`src/hdl/histogram_equalize_binarize_top_macros.svh`:
```
`ifndef HISTOGRAM_EQUALIZE_BINARIZE_TOP_MACROS_SVH
`define HISTOGRAM_EQUALIZE_BINARIZE_TOP_MACROS_SVH

// The enclosing module must have clk_i and rst_ni.
`define HEB_ASSERT_IMPL(label, ante, cons, msg) \
  label: assert property (@(posedge clk_i) disable iff (!rst_ni) (ante) |-> (cons)) \
    else $error(msg);

`define HEB_ASSERT_NEXT(label, ante, cons, msg) \
  label: assert property (@(posedge clk_i) disable iff (!rst_ni) (ante) |=> (cons)) \
    else $error(msg);

`endif

```
`src/hdl/heb_pkg.sv`:
```
package heb_pkg;

  localparam int BINS       = 256;
  localparam int SMP_W      = 8;
  localparam int CH_W       = 2;
  localparam int OP_W       = 2;
  localparam int PC_W       = 21;
  localparam int TH_W       = 8;
  localparam int PIX_W      = 8;
  localparam int CFG_IDX_W  = 2;
  localparam int CFG_DATA_W = 21;

  localparam logic [CFG_IDX_W-1:0] REG_PIXEL_COUNT = 2'd0;
  localparam logic [CFG_IDX_W-1:0] REG_THRESHOLD   = 2'd1;

  localparam logic [PC_W-1:0]  PC_RESET  = 21'd145112;
  localparam logic [TH_W-1:0]  TH_RESET  = 8'd127;
  localparam logic [PIX_W-1:0] PIX_WHITE = 8'hFF;
  localparam logic [PIX_W-1:0] PIX_BLACK = 8'h00;

  typedef enum logic [OP_W-1:0] {
    OP_COUNT = 2'd0,
    OP_MAP   = 2'd1,
    OP_CLEAR = 2'd2
  } heb_op_e;

  typedef enum logic [3:0] {
    S_CLEAR,
    S_IDLE,
    S_DISPATCH,
    S_CNT_RD,
    S_CNT_WR,
    S_MAP_SUM,
    S_MAP_TAIL,
    S_DIV_INIT,
    S_DIV_SAT,
    S_DIV_STEP,
    S_OUT
  } heb_state_e;

  typedef struct packed {
    logic load_item;
    logic rd_issue;
    logic k_inc;
    logic bin_write;
    logic clr_step;
    logic div_init;
    logic div_sat;
    logic div_step;
    logic out_load;
  } heb_cmd_t;

  typedef struct packed {
    logic [OP_W-1:0] op;
    logic            ch_ok;
    logic            k_last;
    logic            clr_last;
    logic            step_last;
  } heb_sts_t;

endpackage

```
`src/hdl/heb_ctrl.sv`:
```
`include "histogram_equalize_binarize_top_macros.svh"

module heb_ctrl (
  input  logic              clk_i,
  input  logic              rst_ni,
  input  logic              in_valid_i,
  output logic              in_ready_o,
  output logic              out_valid_o,
  input  logic              out_ready_i,
  input  heb_pkg::heb_sts_t sts_i,
  output heb_pkg::heb_cmd_t cmd_o
);
  import heb_pkg::*;

  heb_state_e state_q, state_d;
  logic       out_valid_q, out_valid_d;

  always_ff @(posedge clk_i or negedge rst_ni) begin
    if (!rst_ni) begin
      state_q     <= S_CLEAR;
      out_valid_q <= 1'b0;
    end else begin
      state_q     <= state_d;
      out_valid_q <= out_valid_d;
    end
  end

  always_comb begin
    state_d    = state_q;
    cmd_o      = '0;
    in_ready_o = 1'b0;
    unique case (state_q)
      S_CLEAR: begin
        cmd_o.clr_step = 1'b1;
        if (sts_i.clr_last) begin
          state_d = S_IDLE;
        end
      end
      S_IDLE: begin
        in_ready_o = 1'b1;
        if (in_valid_i) begin
          cmd_o.load_item = 1'b1;
          state_d         = S_DISPATCH;
        end
      end
      S_DISPATCH: begin
        unique case (sts_i.op)
          OP_COUNT: state_d = sts_i.ch_ok ? S_CNT_RD : S_IDLE;
          OP_MAP:   state_d = sts_i.ch_ok ? S_MAP_SUM : S_DIV_INIT;
          OP_CLEAR: state_d = S_CLEAR;
          default:  state_d = S_IDLE;
        endcase
      end
      S_CNT_RD: begin
        cmd_o.rd_issue = 1'b1;
        state_d        = S_CNT_WR;
      end
      S_CNT_WR: begin
        cmd_o.bin_write = 1'b1;
        state_d         = S_IDLE;
      end
      S_MAP_SUM: begin
        cmd_o.rd_issue = 1'b1;
        if (sts_i.k_last) begin
          state_d = S_MAP_TAIL;
        end else begin
          cmd_o.k_inc = 1'b1;
        end
      end
      S_MAP_TAIL: begin
        state_d = S_DIV_INIT;
      end
      S_DIV_INIT: begin
        cmd_o.div_init = 1'b1;
        state_d        = S_DIV_SAT;
      end
      S_DIV_SAT: begin
        cmd_o.div_sat = 1'b1;
        state_d       = S_DIV_STEP;
      end
      S_DIV_STEP: begin
        cmd_o.div_step = 1'b1;
        if (sts_i.step_last) begin
          state_d = S_OUT;
        end
      end
      S_OUT: begin
        if (!out_valid_q || out_ready_i) begin
          cmd_o.out_load = 1'b1;
          state_d        = S_IDLE;
        end
      end
      default: state_d = S_IDLE;
    endcase
  end

  assign out_valid_d = cmd_o.out_load | (out_valid_q & ~out_ready_i);
  assign out_valid_o = out_valid_q;

  `HEB_ASSERT_IMPL(a_no_overwrite, cmd_o.out_load, !out_valid_q || out_ready_i, "Result overwritten before transfer.")
  `HEB_ASSERT_IMPL(a_write_valid_channel, cmd_o.bin_write, sts_i.ch_ok, "Bin written for an invalid channel.")
  `HEB_ASSERT_NEXT(a_div_to_out, state_q == S_DIV_STEP && sts_i.step_last, state_q == S_OUT, "Divider did not finish into the output state.")
  `HEB_ASSERT_IMPL(a_no_accept_busy, in_ready_o, !cmd_o.clr_step && !cmd_o.rd_issue, "Input ready while the histogram is busy.")

endmodule

```
`config.mk`:
```
export PLATFORM = sky130hd
export DESIGN_NAME = heb_ctrl
export DESIGN_NICKNAME = d
export VERILOG_FILES = /design/src/hdl/heb_pkg.sv /design/src/hdl/heb_ctrl.sv
export VERILOG_INCLUDE_DIRS = /design/src /design/src/hdl
export SDC_FILE = /design/constraint.sdc
export NUM_CORES = 1
export LEC_CHECK = 0
export ABC_AREA = 1
export BUFFER_PORTS_ARGS = -buffer_cell sky130_fd_sc_hd__buf_2
export CORE_AREA = 2 2 39 41
export DETAILED_ROUTE_END_ITERATION = 10
export DIE_AREA = 0 0 41 43
export GPL_TIMING_DRIVEN = 0
export SYNTH_ARGS = -nofsm -noshare
export SYNTH_HDL_FRONTEND = slang
export SYNTH_SLANG_ARGS = --single-unit
```
`constraint.sdc`:
```
create_clock -name clk_i -period 3.3 [get_ports clk_i]
set_input_delay 0.33 -clock clk_i [delete_from_list [all_inputs] [get_ports clk_i]]
set_output_delay 0.33 -clock clk_i [all_outputs]
set_load 0.005 [all_outputs]
```
==> reports/metrics.csv, run 1 <==
stage,metric,value,unit
setup_path,CP Cell Sequence,nor2_1 > nand2_1 > nor2_1 > buf_2,
die,die area,1760,um^2
synth,post-synthesis cell count,86,
drt,highest metal used,met4,
pwr,maximum vdd drop,344,uV
setup_path,Worst setup SP type,flip-flop,
setup_path,Worst Path Arrival,1.27,ns
global_routing,number of global-route vias before repair,486,
drt,DRC,0,
clock_tree,clk buf depth,2,
setup_path,critical path capture point type,primary output,
synth,leading area contributor after synthesis,dfrtp_1,
synth,adder-cell share of the synthesized area,0,%
sta,Final Hold Viols,0,
sta,worst slew pin tran,0.264,ns
sta,setup tns final,0,ns
synth,sequential fraction of the synthesis area,27.6,%
sta,post-layout minimum cycle time,1.60,ns
sta,Fmax achieved,626,MHz
synth,Synth Area per Inst,5.27,um^2
drt,wire length on met2,542,um
sta,Tcrit/Tclk final,48.4,%
synth,compound-gate portion of the synthesized area,2.49,%
synth,Area contributors post-synth,"dfrtp_1 28%, nand2_1 27%, nor2_1 14%",
drt,drt first pass iters,4,
min_path,worst hold path class,in2reg,
synth,Yosys warnings,0,
layout,Final Net Count,122,
placement,Placed Instances,122,
global_routing,GRT overflow,0,
status,status,finished clean,
synth,fraction of registers with async set/reset,100,%
synth,Post-Synth Simple-Gate Area,52.2,%
synth,xor/xnor share of the synthesized area,1.93,%
pwr,leakage,0.439,nW
job,maxcap violations,0,
placement,DP HPWL,910,um
drt,DR vias,549,
clock_tree,Root Buffer,clkbuf_4,
clock_tree,CTS Buf Count,3,
drt,Detailed Route WL,1080,um
sta,final setup fails,0,
synth,multiplexer area fraction after synthesis,0,%
layout,share of post-route cells with drive strength above 1,24.3,%
global_routing,first-pass GRT wire length,1780,um
drt,Vias/cell,4.32,
global_routing,largest net degree at the start of global routing,7,
synth,ys flop type,dfrtp_1,
sta,Worst slew margin,82.3,%
die,row cnt,14,
die,vertical extent of the die,43,um
clock_tree,CTS H-tree lvls,1,
layout,FILL cells,174,
global_routing,initial antenna violation count,0,
synth,synth unique cells,12,
layout,ant diodes,0,
sta,Max Slew Vio Count,0,
clock_tree,clock sinks,5,
synth,"count leader, synth",nand2_1,
synth,Mapped Area,453,um^2
clock_tree,post-CTS sizing,0,
synth,largest family of logic cells by synthesized area,simple AND/OR/NAND/NOR gates,
synth,Syn Nets,96,
clock_tree,CTS tree,yes,
synth,Yosys reg bits,5,
layout,Non-Filler Instances,127,
setup_path,crit path max fanout,6,
die,Die W,41,um
placement,# port buffers,20,
drt,metal1 wirelength,492,um
pwr,Power Density,835,nW/um^2
synth,commonest cells in the netlist,"33 x nand2_1, 17 x nor2_1, 16 x inv_1",
synth,post-synth top area share,27.6,%
die,Core ar.,1380,um^2
setup_path,CP peak stage delay,0.42,ns
clock_tree,Post-CTS Setup Inserts,0,
drt,post-route ant nets,0,
placement,routability cong.,0.735,
sta,clock skew,0.000692,ns
drt,WL met3,29,um
die,Ports,21,
setup_path,crit path kind,reg2out,
layout,Layout Utilization,44.0,%
global_routing,overall track demand over capacity in global routing,14.8,%
layout,Area growth syn-to-layout,34.5,%
clock_tree,clock latency on the worst-skew pair,0.24,ns
synth,"EDFF count, synth",0,
drt,Wirelength per Cell,8.54,um
setup_path,Worst Path Required,2.97,ns
drt,Initial DRC Count,5,
setup_path,Crit-path slowest cell,dfrtp_1,
sta,RSZ-0062 raised after global routing,false,
setup_path,cell mode on critical path,nor2_1,
clock_tree,clk slew on worst S/H paths,0.04,ns
die,Starting Density,32.7,%
## sequential cells by signal, indices dropped and copies added (netlist names)
| name | count |
|---|---|
| out_valid_o | 1 |
| state_q | 4 |
## timing repair
item,in CTS,in global routing
setup endpoints to repair,0,0
hold buffers,1,0
endpoints found under the hold margin,5,0
## critical path, delay by kind of cell (launching register included)
family | cells | cell delay [ns]
AND/OR/NAND/NOR | 3 | 0.49
flip-flops | 1 | 0.42
buffers and inverters | 1 | 0.11
## cell type report
class	instances	area, um^2	share of cell area (%)
sequential	5	125	20.5
multi-input combinational	62	256	42.1
clock buffer	4	26.3	4.31
timing repair buffer	21	110	18.1
inverter	19	71.3	11.7
tap	16	20.0	3.29
## worst paths after layout
path,start,endpoint,slack (ns),depth (start not counted)
min in group asynchronous,rst_ni,state_q[1],0.46,2
max,state_q[3],cmd_o[8],1.70,4
max in group asynchronous,rst_ni,state_q[3],2.71,2
min reg2reg,state_q[3],state_q[3],0.58,2
min,out_ready_i,out_valid_o,0.35,4
max reg2reg,state_q[3],state_q[0],2.03,8
## layout by cell type (no fill, tap or decap), drive strengths merged
master / netlist / routed
nand2: 33 / 33
buf: 0 / 20
inv: 19 / 19
nor2: 18 / 18
nand3: 6 / 6
dfrtp: 5 / 5
clkbuf: 0 / 4
nand3b: 1 / 1
a21oi: 1 / 1
xor2: 1 / 1
nor3: 1 / 1
a31oi: 1 / 1
dlygate4sd3: 0 / 1
## logic make-up after synthesis
group,Yosys count
compound gates,2
simple gates,59
flops,5
xor+xnor,1
buf+inv,19
## stage by stage
| stage | setup slack, ns | hold slack, ns | power (W) | instance area [um^2] |
|---|---|---|---|---|
| final | 1.70 | 0.354 | 0.000509 | 609 |
| after global placement | 1.94 | 0.146 | 0.000442 | 573 |
| after detailed placement | 1.95 | 0.147 | 0.000442 | 573 |
| after global routing | 1.52 | 0.379 | 0.000584 | 609 |
| after CTS | 1.69 | 0.353 | 0.000517 | 609 |
| after floorplan | 2.17 | 0.0344 | 0.000347 | 453 |
## layer usage
metal	vias up	global-route usage [%]
li1	305	-
met1	231	17.6
met2	11	24.4
met3	2	1.57
met4	0	8.00
met5	-	0
## power by group
part           internal [W]  switching [W]  total [W]
combinational      0.000119       0.000200   0.000320
sequential        0.0000871      0.0000309   0.000118
clock             0.0000457      0.0000254  0.0000712
(Power assumes the default switching activity.)
==> inputs of run 2 (changes only) <==
clock period = 1.4 ns   (was 3.3 ns; I/O delays follow)
==> run 2 against run 1 <==
First-iteration DRC count grew 60%; clock-buffer cell count is the same; largest cell class unchanged; via count grew 1.1%; routed wire length grew 4.2%; sequential cell count is the same; final area grew 4.9%; final cell count grew 0.79%; register-to-register slack lost 1.9 ns; power grew to 2.5 times the previous value; die area is the same; combinational power grew to 2.5 times the previous value; setup slack lost 1.6 ns.
==> reports/metrics.csv, run 2 (synthesis results as in run 1) <==
stage,metric,value,unit,change
status,status,finished clean,,
layout,max reg flops,4,,unchanged
sta,final setup fails,0,,unchanged
sta,Fmax achieved,757,MHz,
setup_path,Worst setup SP type,flip-flop,,
die,Core ar.,1380,um^2,unchanged
pwr,maximum vdd drop,883,uV,+160%
setup_path,critical path capture point type,primary output,,
global_routing,first-pass GRT wire length,1790,um,+0.79%
layout,Final Net Count,123,,+0.82%
sta,clock skew,0.000960,ns,+0.000267 ns
die,Die W,41,um,unchanged
placement,DP HPWL,910,um,unchanged
drt,Detailed Route WL,1130,um,+4.2%
sta,PnR worst setup slack,0.0792,ns,-1.62 ns
sta,WHS,0.164,ns,-0.190 ns
setup_path,Worst Path Required,1.26,ns,-1.71 ns
setup_path,Crit-path slowest cell,dfrtp_2,,
pwr,leakage,0.440,nW,+0.28%
sta,Final Hold Viols,0,,unchanged
sta,setup tns final,0,ns,unchanged
setup_path,crit path kind,reg2out,,
global_routing,overall track demand over capacity in global routing,14.9,%,+0.10 points
sta,Max Slew Vio Count,0,,unchanged
layout,post-route cell area,639,um^2,+4.9%
sta,RSZ-0062 raised after global routing,true,,
pwr,Sw Share,50.4,%,-0.066 points
drt,Wirelength per Cell,8.83,um,+3.4%
min_path,worst hold path class,in2reg,,
sta,Worst slew margin,86.9,%,+4.6 points
clock_tree,clock sinks,5,,unchanged
setup_path,Worst Path Arrival,1.18,ns,-0.09 ns
clock_tree,CTS Buf Count,3,,unchanged
clock_tree,Root Buffer,clkbuf_4,,
sta,Tcrit/Tclk final,94.3,%,
setup_path,CP Cell Sequence,inv_2 > nand2_1 > inv_2 > nand2_1 > nor2_1 > buf_2,,
layout,ant diodes,0,,unchanged
placement,# port buffers,20,,unchanged
drt,DR vias,555,,+1.1%
pwr,switching pwr,0.000648,W,+150%
pwr,Clk pwr share,13.0,%,-1.0 points
global_routing,number of global-route vias before repair,484,,-0.41%
setup_path,family with the most delay on the worst path,flip-flops,,
die,die area,1760,um^2,unchanged
clock_tree,CTS H-tree lvls,1,,unchanged
clock_tree,CTS tree,yes,,
drt,post-route ant nets,0,,unchanged
job,maxcap violations,0,,unchanged
layout,Area growth syn-to-layout,41.2,%,
die,Starting Density,32.7,%,unchanged
drt,Vias/cell,4.34,,+0.30%
placement,DP Worst Slack,0.124,ns,-1.83 ns
setup_path,CP peak stage delay,0.43,ns,about the same
clock_tree,clk buf depth,2,,unchanged
pwr,Power Density,2010,nW/um^2,+140%
layout,"commonest non-fill, non-tap cell in the layout",nand2_1,,
drt,drt first pass iters,4,,unchanged
sta,post-layout minimum cycle time,1.32,ns,
global_routing,largest net degree at the start of global routing,7,,unchanged
drt,DRC,0,,unchanged
setup_path,crit path max fanout,4,,-2
sta,worst slew pin tran,0.196,ns,-0.0682 ns
placement,Post-DP Area,573,um^2,unchanged
die,Ports,21,,unchanged
clock_tree,clk slew on worst S/H paths,0.04,ns,about the same
die,vertical extent of the die,43,um,unchanged
pwr,Internal Power,0.000639,W,+150%
layout,share of post-route cells with drive strength above 1,32.1,%,+7.8 points
pwr,Reg power frac,24.0,%,+0.8 points
placement,routability cong.,0.735,,unchanged
pwr,power share of the combinational group,63.0,%,+0.2 points
global_routing,GRT overflow,0,,unchanged
global_routing,initial antenna violation count,0,,unchanged
layout,most frequent cells in the layout,"33 x nand2_1, 20 x buf_2, 15 x inv_1",,
drt,Initial DRC Count,8,,+3
clock_tree,clock latency on the worst-skew pair,0.24,ns,about the same
setup_path,"Buf+Inv Stages, Crit Path",3,,+2
die,row cnt,14,,unchanged
layout,Top reg by flops,state_q,,
==> run 2: timing repair <==
item / in CTS / in global routing
endpoints found under the setup margin: 1 / 9
setup buffers: 0 / 1
endpoints found under the hold margin: 5 / 0
pin swaps: 0 / 0
gates resized for setup: 1 / 9
hold buffers: 1 / 0
==> run 2: layer usage <==
metal	GRT usage, %	share of wire [%]	vias up
met2	24.4	51	11
met3	1.57	2.6	2
met5	0	0	-
met1	18.0	45	236
met4	8.00	1.7	0
li1	-	-	306
==> run 2: cell type report <==
type,instances,area (um^2)
fillers,169,744
multi-input cells,62,274
flip-flops and latches,5,130
repair buffers,22,118
inverters,19,71.3
clock buffers,4,26.3
well taps,16,20.0
==> run 2: worst reg2reg max path: cells and delay by family (launching register included) <==
family                 cells  cell delay, ns
buffers and inverters      2            0.14
flip-flops                 1            0.43
AND/OR/NAND/NOR            7            0.58
==> run 2: final timing paths <==
path	from	end	slack [ns]	depth (start not counted)
min reg2reg	state_q[0]	state_q[0]	0.57	2
max in group asynchronous	rst_ni	state_q[3]	0.99	2
max	state_q[2]	cmd_o[0]	0.08	6
min	out_ready_i	out_valid_o	0.16	4
min in group asynchronous	rst_ni	state_q[1]	0.27	2
max reg2reg	state_q[2]	state_q[0]	0.17	9
==> run 2: power groups by stage <==
stage                     logic (W)  clock network (W)  registers [W]
after global placement     0.000761                  0       0.000282
after CTS                  0.000772           0.000172       0.000283
final                      0.000811           0.000168       0.000308
after floorplan            0.000551                  0       0.000267
after detailed placement   0.000762                  0       0.000281
after global routing       0.000961           0.000184       0.000321
==> run 2: metrics by stage <==
| stage | utilization, % | instances | power, W |
|---|---|---|---|
| after global routing | 46.2 | 128 | 0.00147 |
| final | 46.2 | 128 | 0.00129 |
| after detailed placement | 41.4 | 122 | 0.00104 |
| after global placement | 41.4 | 122 | 0.00104 |
| after floorplan | - | 86 | 0.000818 |
| after CTS | 44.2 | 127 | 0.00123 |
==> inputs of run 3 (changes only) <==
PLACE_DENSITY = 0.66   (was not set)
==> run 3 against run 2 <==
Clock skew increased by 0.0030 ns; power decreased by 0.85%; sequential cell count unchanged; global-route usage decreased by 0.20 points; non-clock buffer count decreased by 1; hold slack got worse by 0.0077 ns.
==> reports/metrics.csv, run 3 (synthesis results as in run 1) <==
stage,metric,value,unit,change
global_routing,initial antenna violation count,0,,unchanged
clock_tree,clock latency on the worst-skew pair,0.25,ns,about the same
setup_path,R2R Setup Slk,0.14,ns,-0.03 ns
global_routing,overall track demand over capacity in global routing,14.7,%,-0.20 points
die,row cnt,14,,unchanged
layout,Non-Filler Instances,127,,-0.78%
global_routing,met1 usage,17.6,%,-0.33 points
global_routing,met2 Usage GRT,23.1,%,-1.2 points
pwr,leakage,0.436,nW,-0.96%
sta,post-layout minimum cycle time,1.35,ns,+0.0270 ns
setup_path,Worst Reg2Reg Path Length in Cells,8,,-1
sta,Final Hold Viols,0,,unchanged
clock_tree,CTS Buf Count,3,,unchanged
sta,Fmax achieved,742,MHz,-2.0%
layout,Area growth syn-to-layout,39.2,%,
global_routing,number of global-route vias before repair,474,,-2.1%
clock_tree,clk slew on worst S/H paths,0.05,ns,about the same
setup_path,Worst Path Arrival,1.21,ns,+0.03 ns
clock_tree,CTS H-tree lvls,1,,unchanged
setup_path,CP peak stage delay,0.42,ns,about the same
clock_tree,Root Buffer,clkbuf_4,,
clock_tree,clock sinks,5,,unchanged
drt,Initial DRC Count,8,,unchanged
drt,Wirelength per Cell,8.61,um,-2.4%
layout,ant diodes,0,,unchanged
setup_path,Worst setup SP type,flip-flop,,
job,maxcap violations,0,,unchanged
layout,"commonest non-fill, non-tap cell in the layout",nand2_1,,
sta,Worst slew margin,84.0,%,-2.8 points
die,Core ar.,1380,um^2,unchanged
placement,# port buffers,20,,unchanged
setup_path,reg2reg end,state_q[3],,
layout,area of the multi-input gates,274,um^2,unchanged
layout,Final Net Count,122,,-0.81%
setup_path,family with the most delay on the worst path,flip-flops,,
layout,most frequent cells in the layout,"32 x nand2_1, 20 x buf_2, 15 x nor2_1, 15 x inv_1, 6 x nand3_1",,
clock_tree,CTS tree,yes,,
sta,worst slew pin tran,0.239,ns,+0.0423 ns
die,Ports,21,,unchanged
global_routing,first-pass GRT wire length,1770,um,-1.2%
pwr,Power Density,2020,nW/um^2,+0.53%
sta,final setup fails,0,,unchanged
min_path,hold path cells,4,,unchanged
setup_path,crit path max fanout,4,,unchanged
sta,RSZ-0062 raised after global routing,true,,
die,Starting Density,32.7,%,unchanged
layout,area occupied by registers,129,um^2,-0.96%
setup_path,crit path kind,reg2out,,
die,die area,1760,um^2,unchanged
die,Die W,41,um,unchanged
placement,Placed Instances,122,,unchanged
layout,Top reg by flops,state_q,,
die,vertical extent of the die,43,um,unchanged
min_path,Hold Path Sink,out_valid_o,,
global_routing,largest net degree at the start of global routing,7,,unchanged
global_routing,gr busiest metal,met2,,
drt,post-route ant nets,0,,unchanged
layout,FILL cells,161,,-4.7%
clock_tree,clk buf depth,2,,unchanged
sta,Tcrit/Tclk final,96.3,%,+1.9 points
setup_path,CP Cell Sequence,inv_2 > nand2_2 > inv_2 > nand2_1 > nor2_1 > buf_2,,
setup_path,critical path capture point type,primary output,,
sta,clock skew,0.00392,ns,+0.00296 ns
placement,DP HPWL,921,um,+1.2%
min_path,critical hold path startpoint,out_ready_i,,
drt,Vias/cell,4.26,,-1.8%
pwr,maximum vdd drop,923,uV,+4.6%
setup_path,cell mode on critical path,inv_2,,
setup_path,Crit-path slowest cell,dfrtp_1,,
drt,drt first pass iters,4,,unchanged
drt,DR vias,541,,-2.5%
setup_path,"Buf+Inv Stages, Crit Path",3,,unchanged
min_path,worst hold path class,in2reg,,
setup_path,Crit Reg-Reg Startpoint,state_q[2],,
placement,routability cong.,0.805,,+9.6%
layout,max reg flops,4,,unchanged
status,status,finished clean,,
sta,setup tns final,0,ns,unchanged
global_routing,GRT overflow,0,,unchanged
sta,Max Slew Vio Count,0,,unchanged
drt,Detailed Route WL,1090,um,-3.2%
clock_tree,Post-CTS Setup Inserts,0,,unchanged
drt,DRC,0,,unchanged
setup_path,Worst Path Required,1.26,ns,about the same
global_routing,M3 GR Usage,1.57,%,unchanged
layout,share of post-route cells with drive strength above 1,30.6,%,-1.5 points
## run 3: cell count changes in the layout (fill, tap and decap cells not counted), sizes merged
cell  before  now
buf       21   20
## run 3: tightest hold or removal path: cells and delay by family
kind                   cells  cell delay [ns]
buffers and inverters      2             0.12
AND/OR/NAND/NOR            2             0.10
## run 3: worst max-delay path by stage
stage / start / to / slack (ns) / depth (start not counted)
3_5_place_dp: state_q[3] / state_q[0] / 0.16 / 8
5_1_grt: state_q[1] / cmd_o[0] / -0.02 / 5
3_3_place_gp: state_q[3] / state_q[0] / 0.17 / 8
2_1_floorplan: state_q[3] / state_q[0] / 0.30 / 8
6_report: state_q[2] / cmd_o[0] / 0.05 / 6
4_1_cts: state_q[3] / cmd_o[8] / 0.002 / 4
## run 3: metal layers
| metal | routed length (um) | up-vias |
|---|---|---|
| met1 | 502 | 229 |
| met5 | 0 | - |
| li1 | - | 303 |
| met4 | 15 | 0 |
| met2 | 545 | 7 |
| met3 | 30 | 2 |
## run 3: where the power goes
group / leakage (nW) / internal [W] / switching [W]
clock: 0.0150 / 0.000108 / 0.0000631
combinational: 0.360 / 0.000302 / 0.000491
sequential: 0.0615 / 0.000214 / 0.0000988
total: 0.436 / 0.000624 / 0.000653
## run 3: per-stage QoR
step | cell area (um^2) | total power [W] | utilization (%) | setup slack, ns | hold WS (ns)
6_report | 631 | 0.00128 | 45.6 | 0.0522 | 0.156
5_1_grt | 631 | 0.00145 | 45.6 | -0.0222 | 0.180
4_1_cts | 609 | 0.00122 | 44.0 | 0.00210 | 0.157
3_5_place_dp | 573 | 0.00105 | 41.4 | 0.157 | -0.0421
3_3_place_gp | 573 | 0.00103 | 41.4 | 0.167 | -0.0455
2_1_floorplan | 453 | 0.000818 | - | 0.300 | -0.156
## run 3: repair_timing
item                                    in CTS  in global routing
hold buffers                                 1                  0
endpoints found under the setup margin       0                 10
gates resized for setup                      0                  9
endpoints found under the hold margin        5                  0
## run 3: final cells by class
class,instances,area share (%)
sequential,5,20.4
tap,16,3.17
multi-input combinational,62,43.5
timing repair buffer,21,17.5
clock buffer,4,4.17
inverter,19,11.3
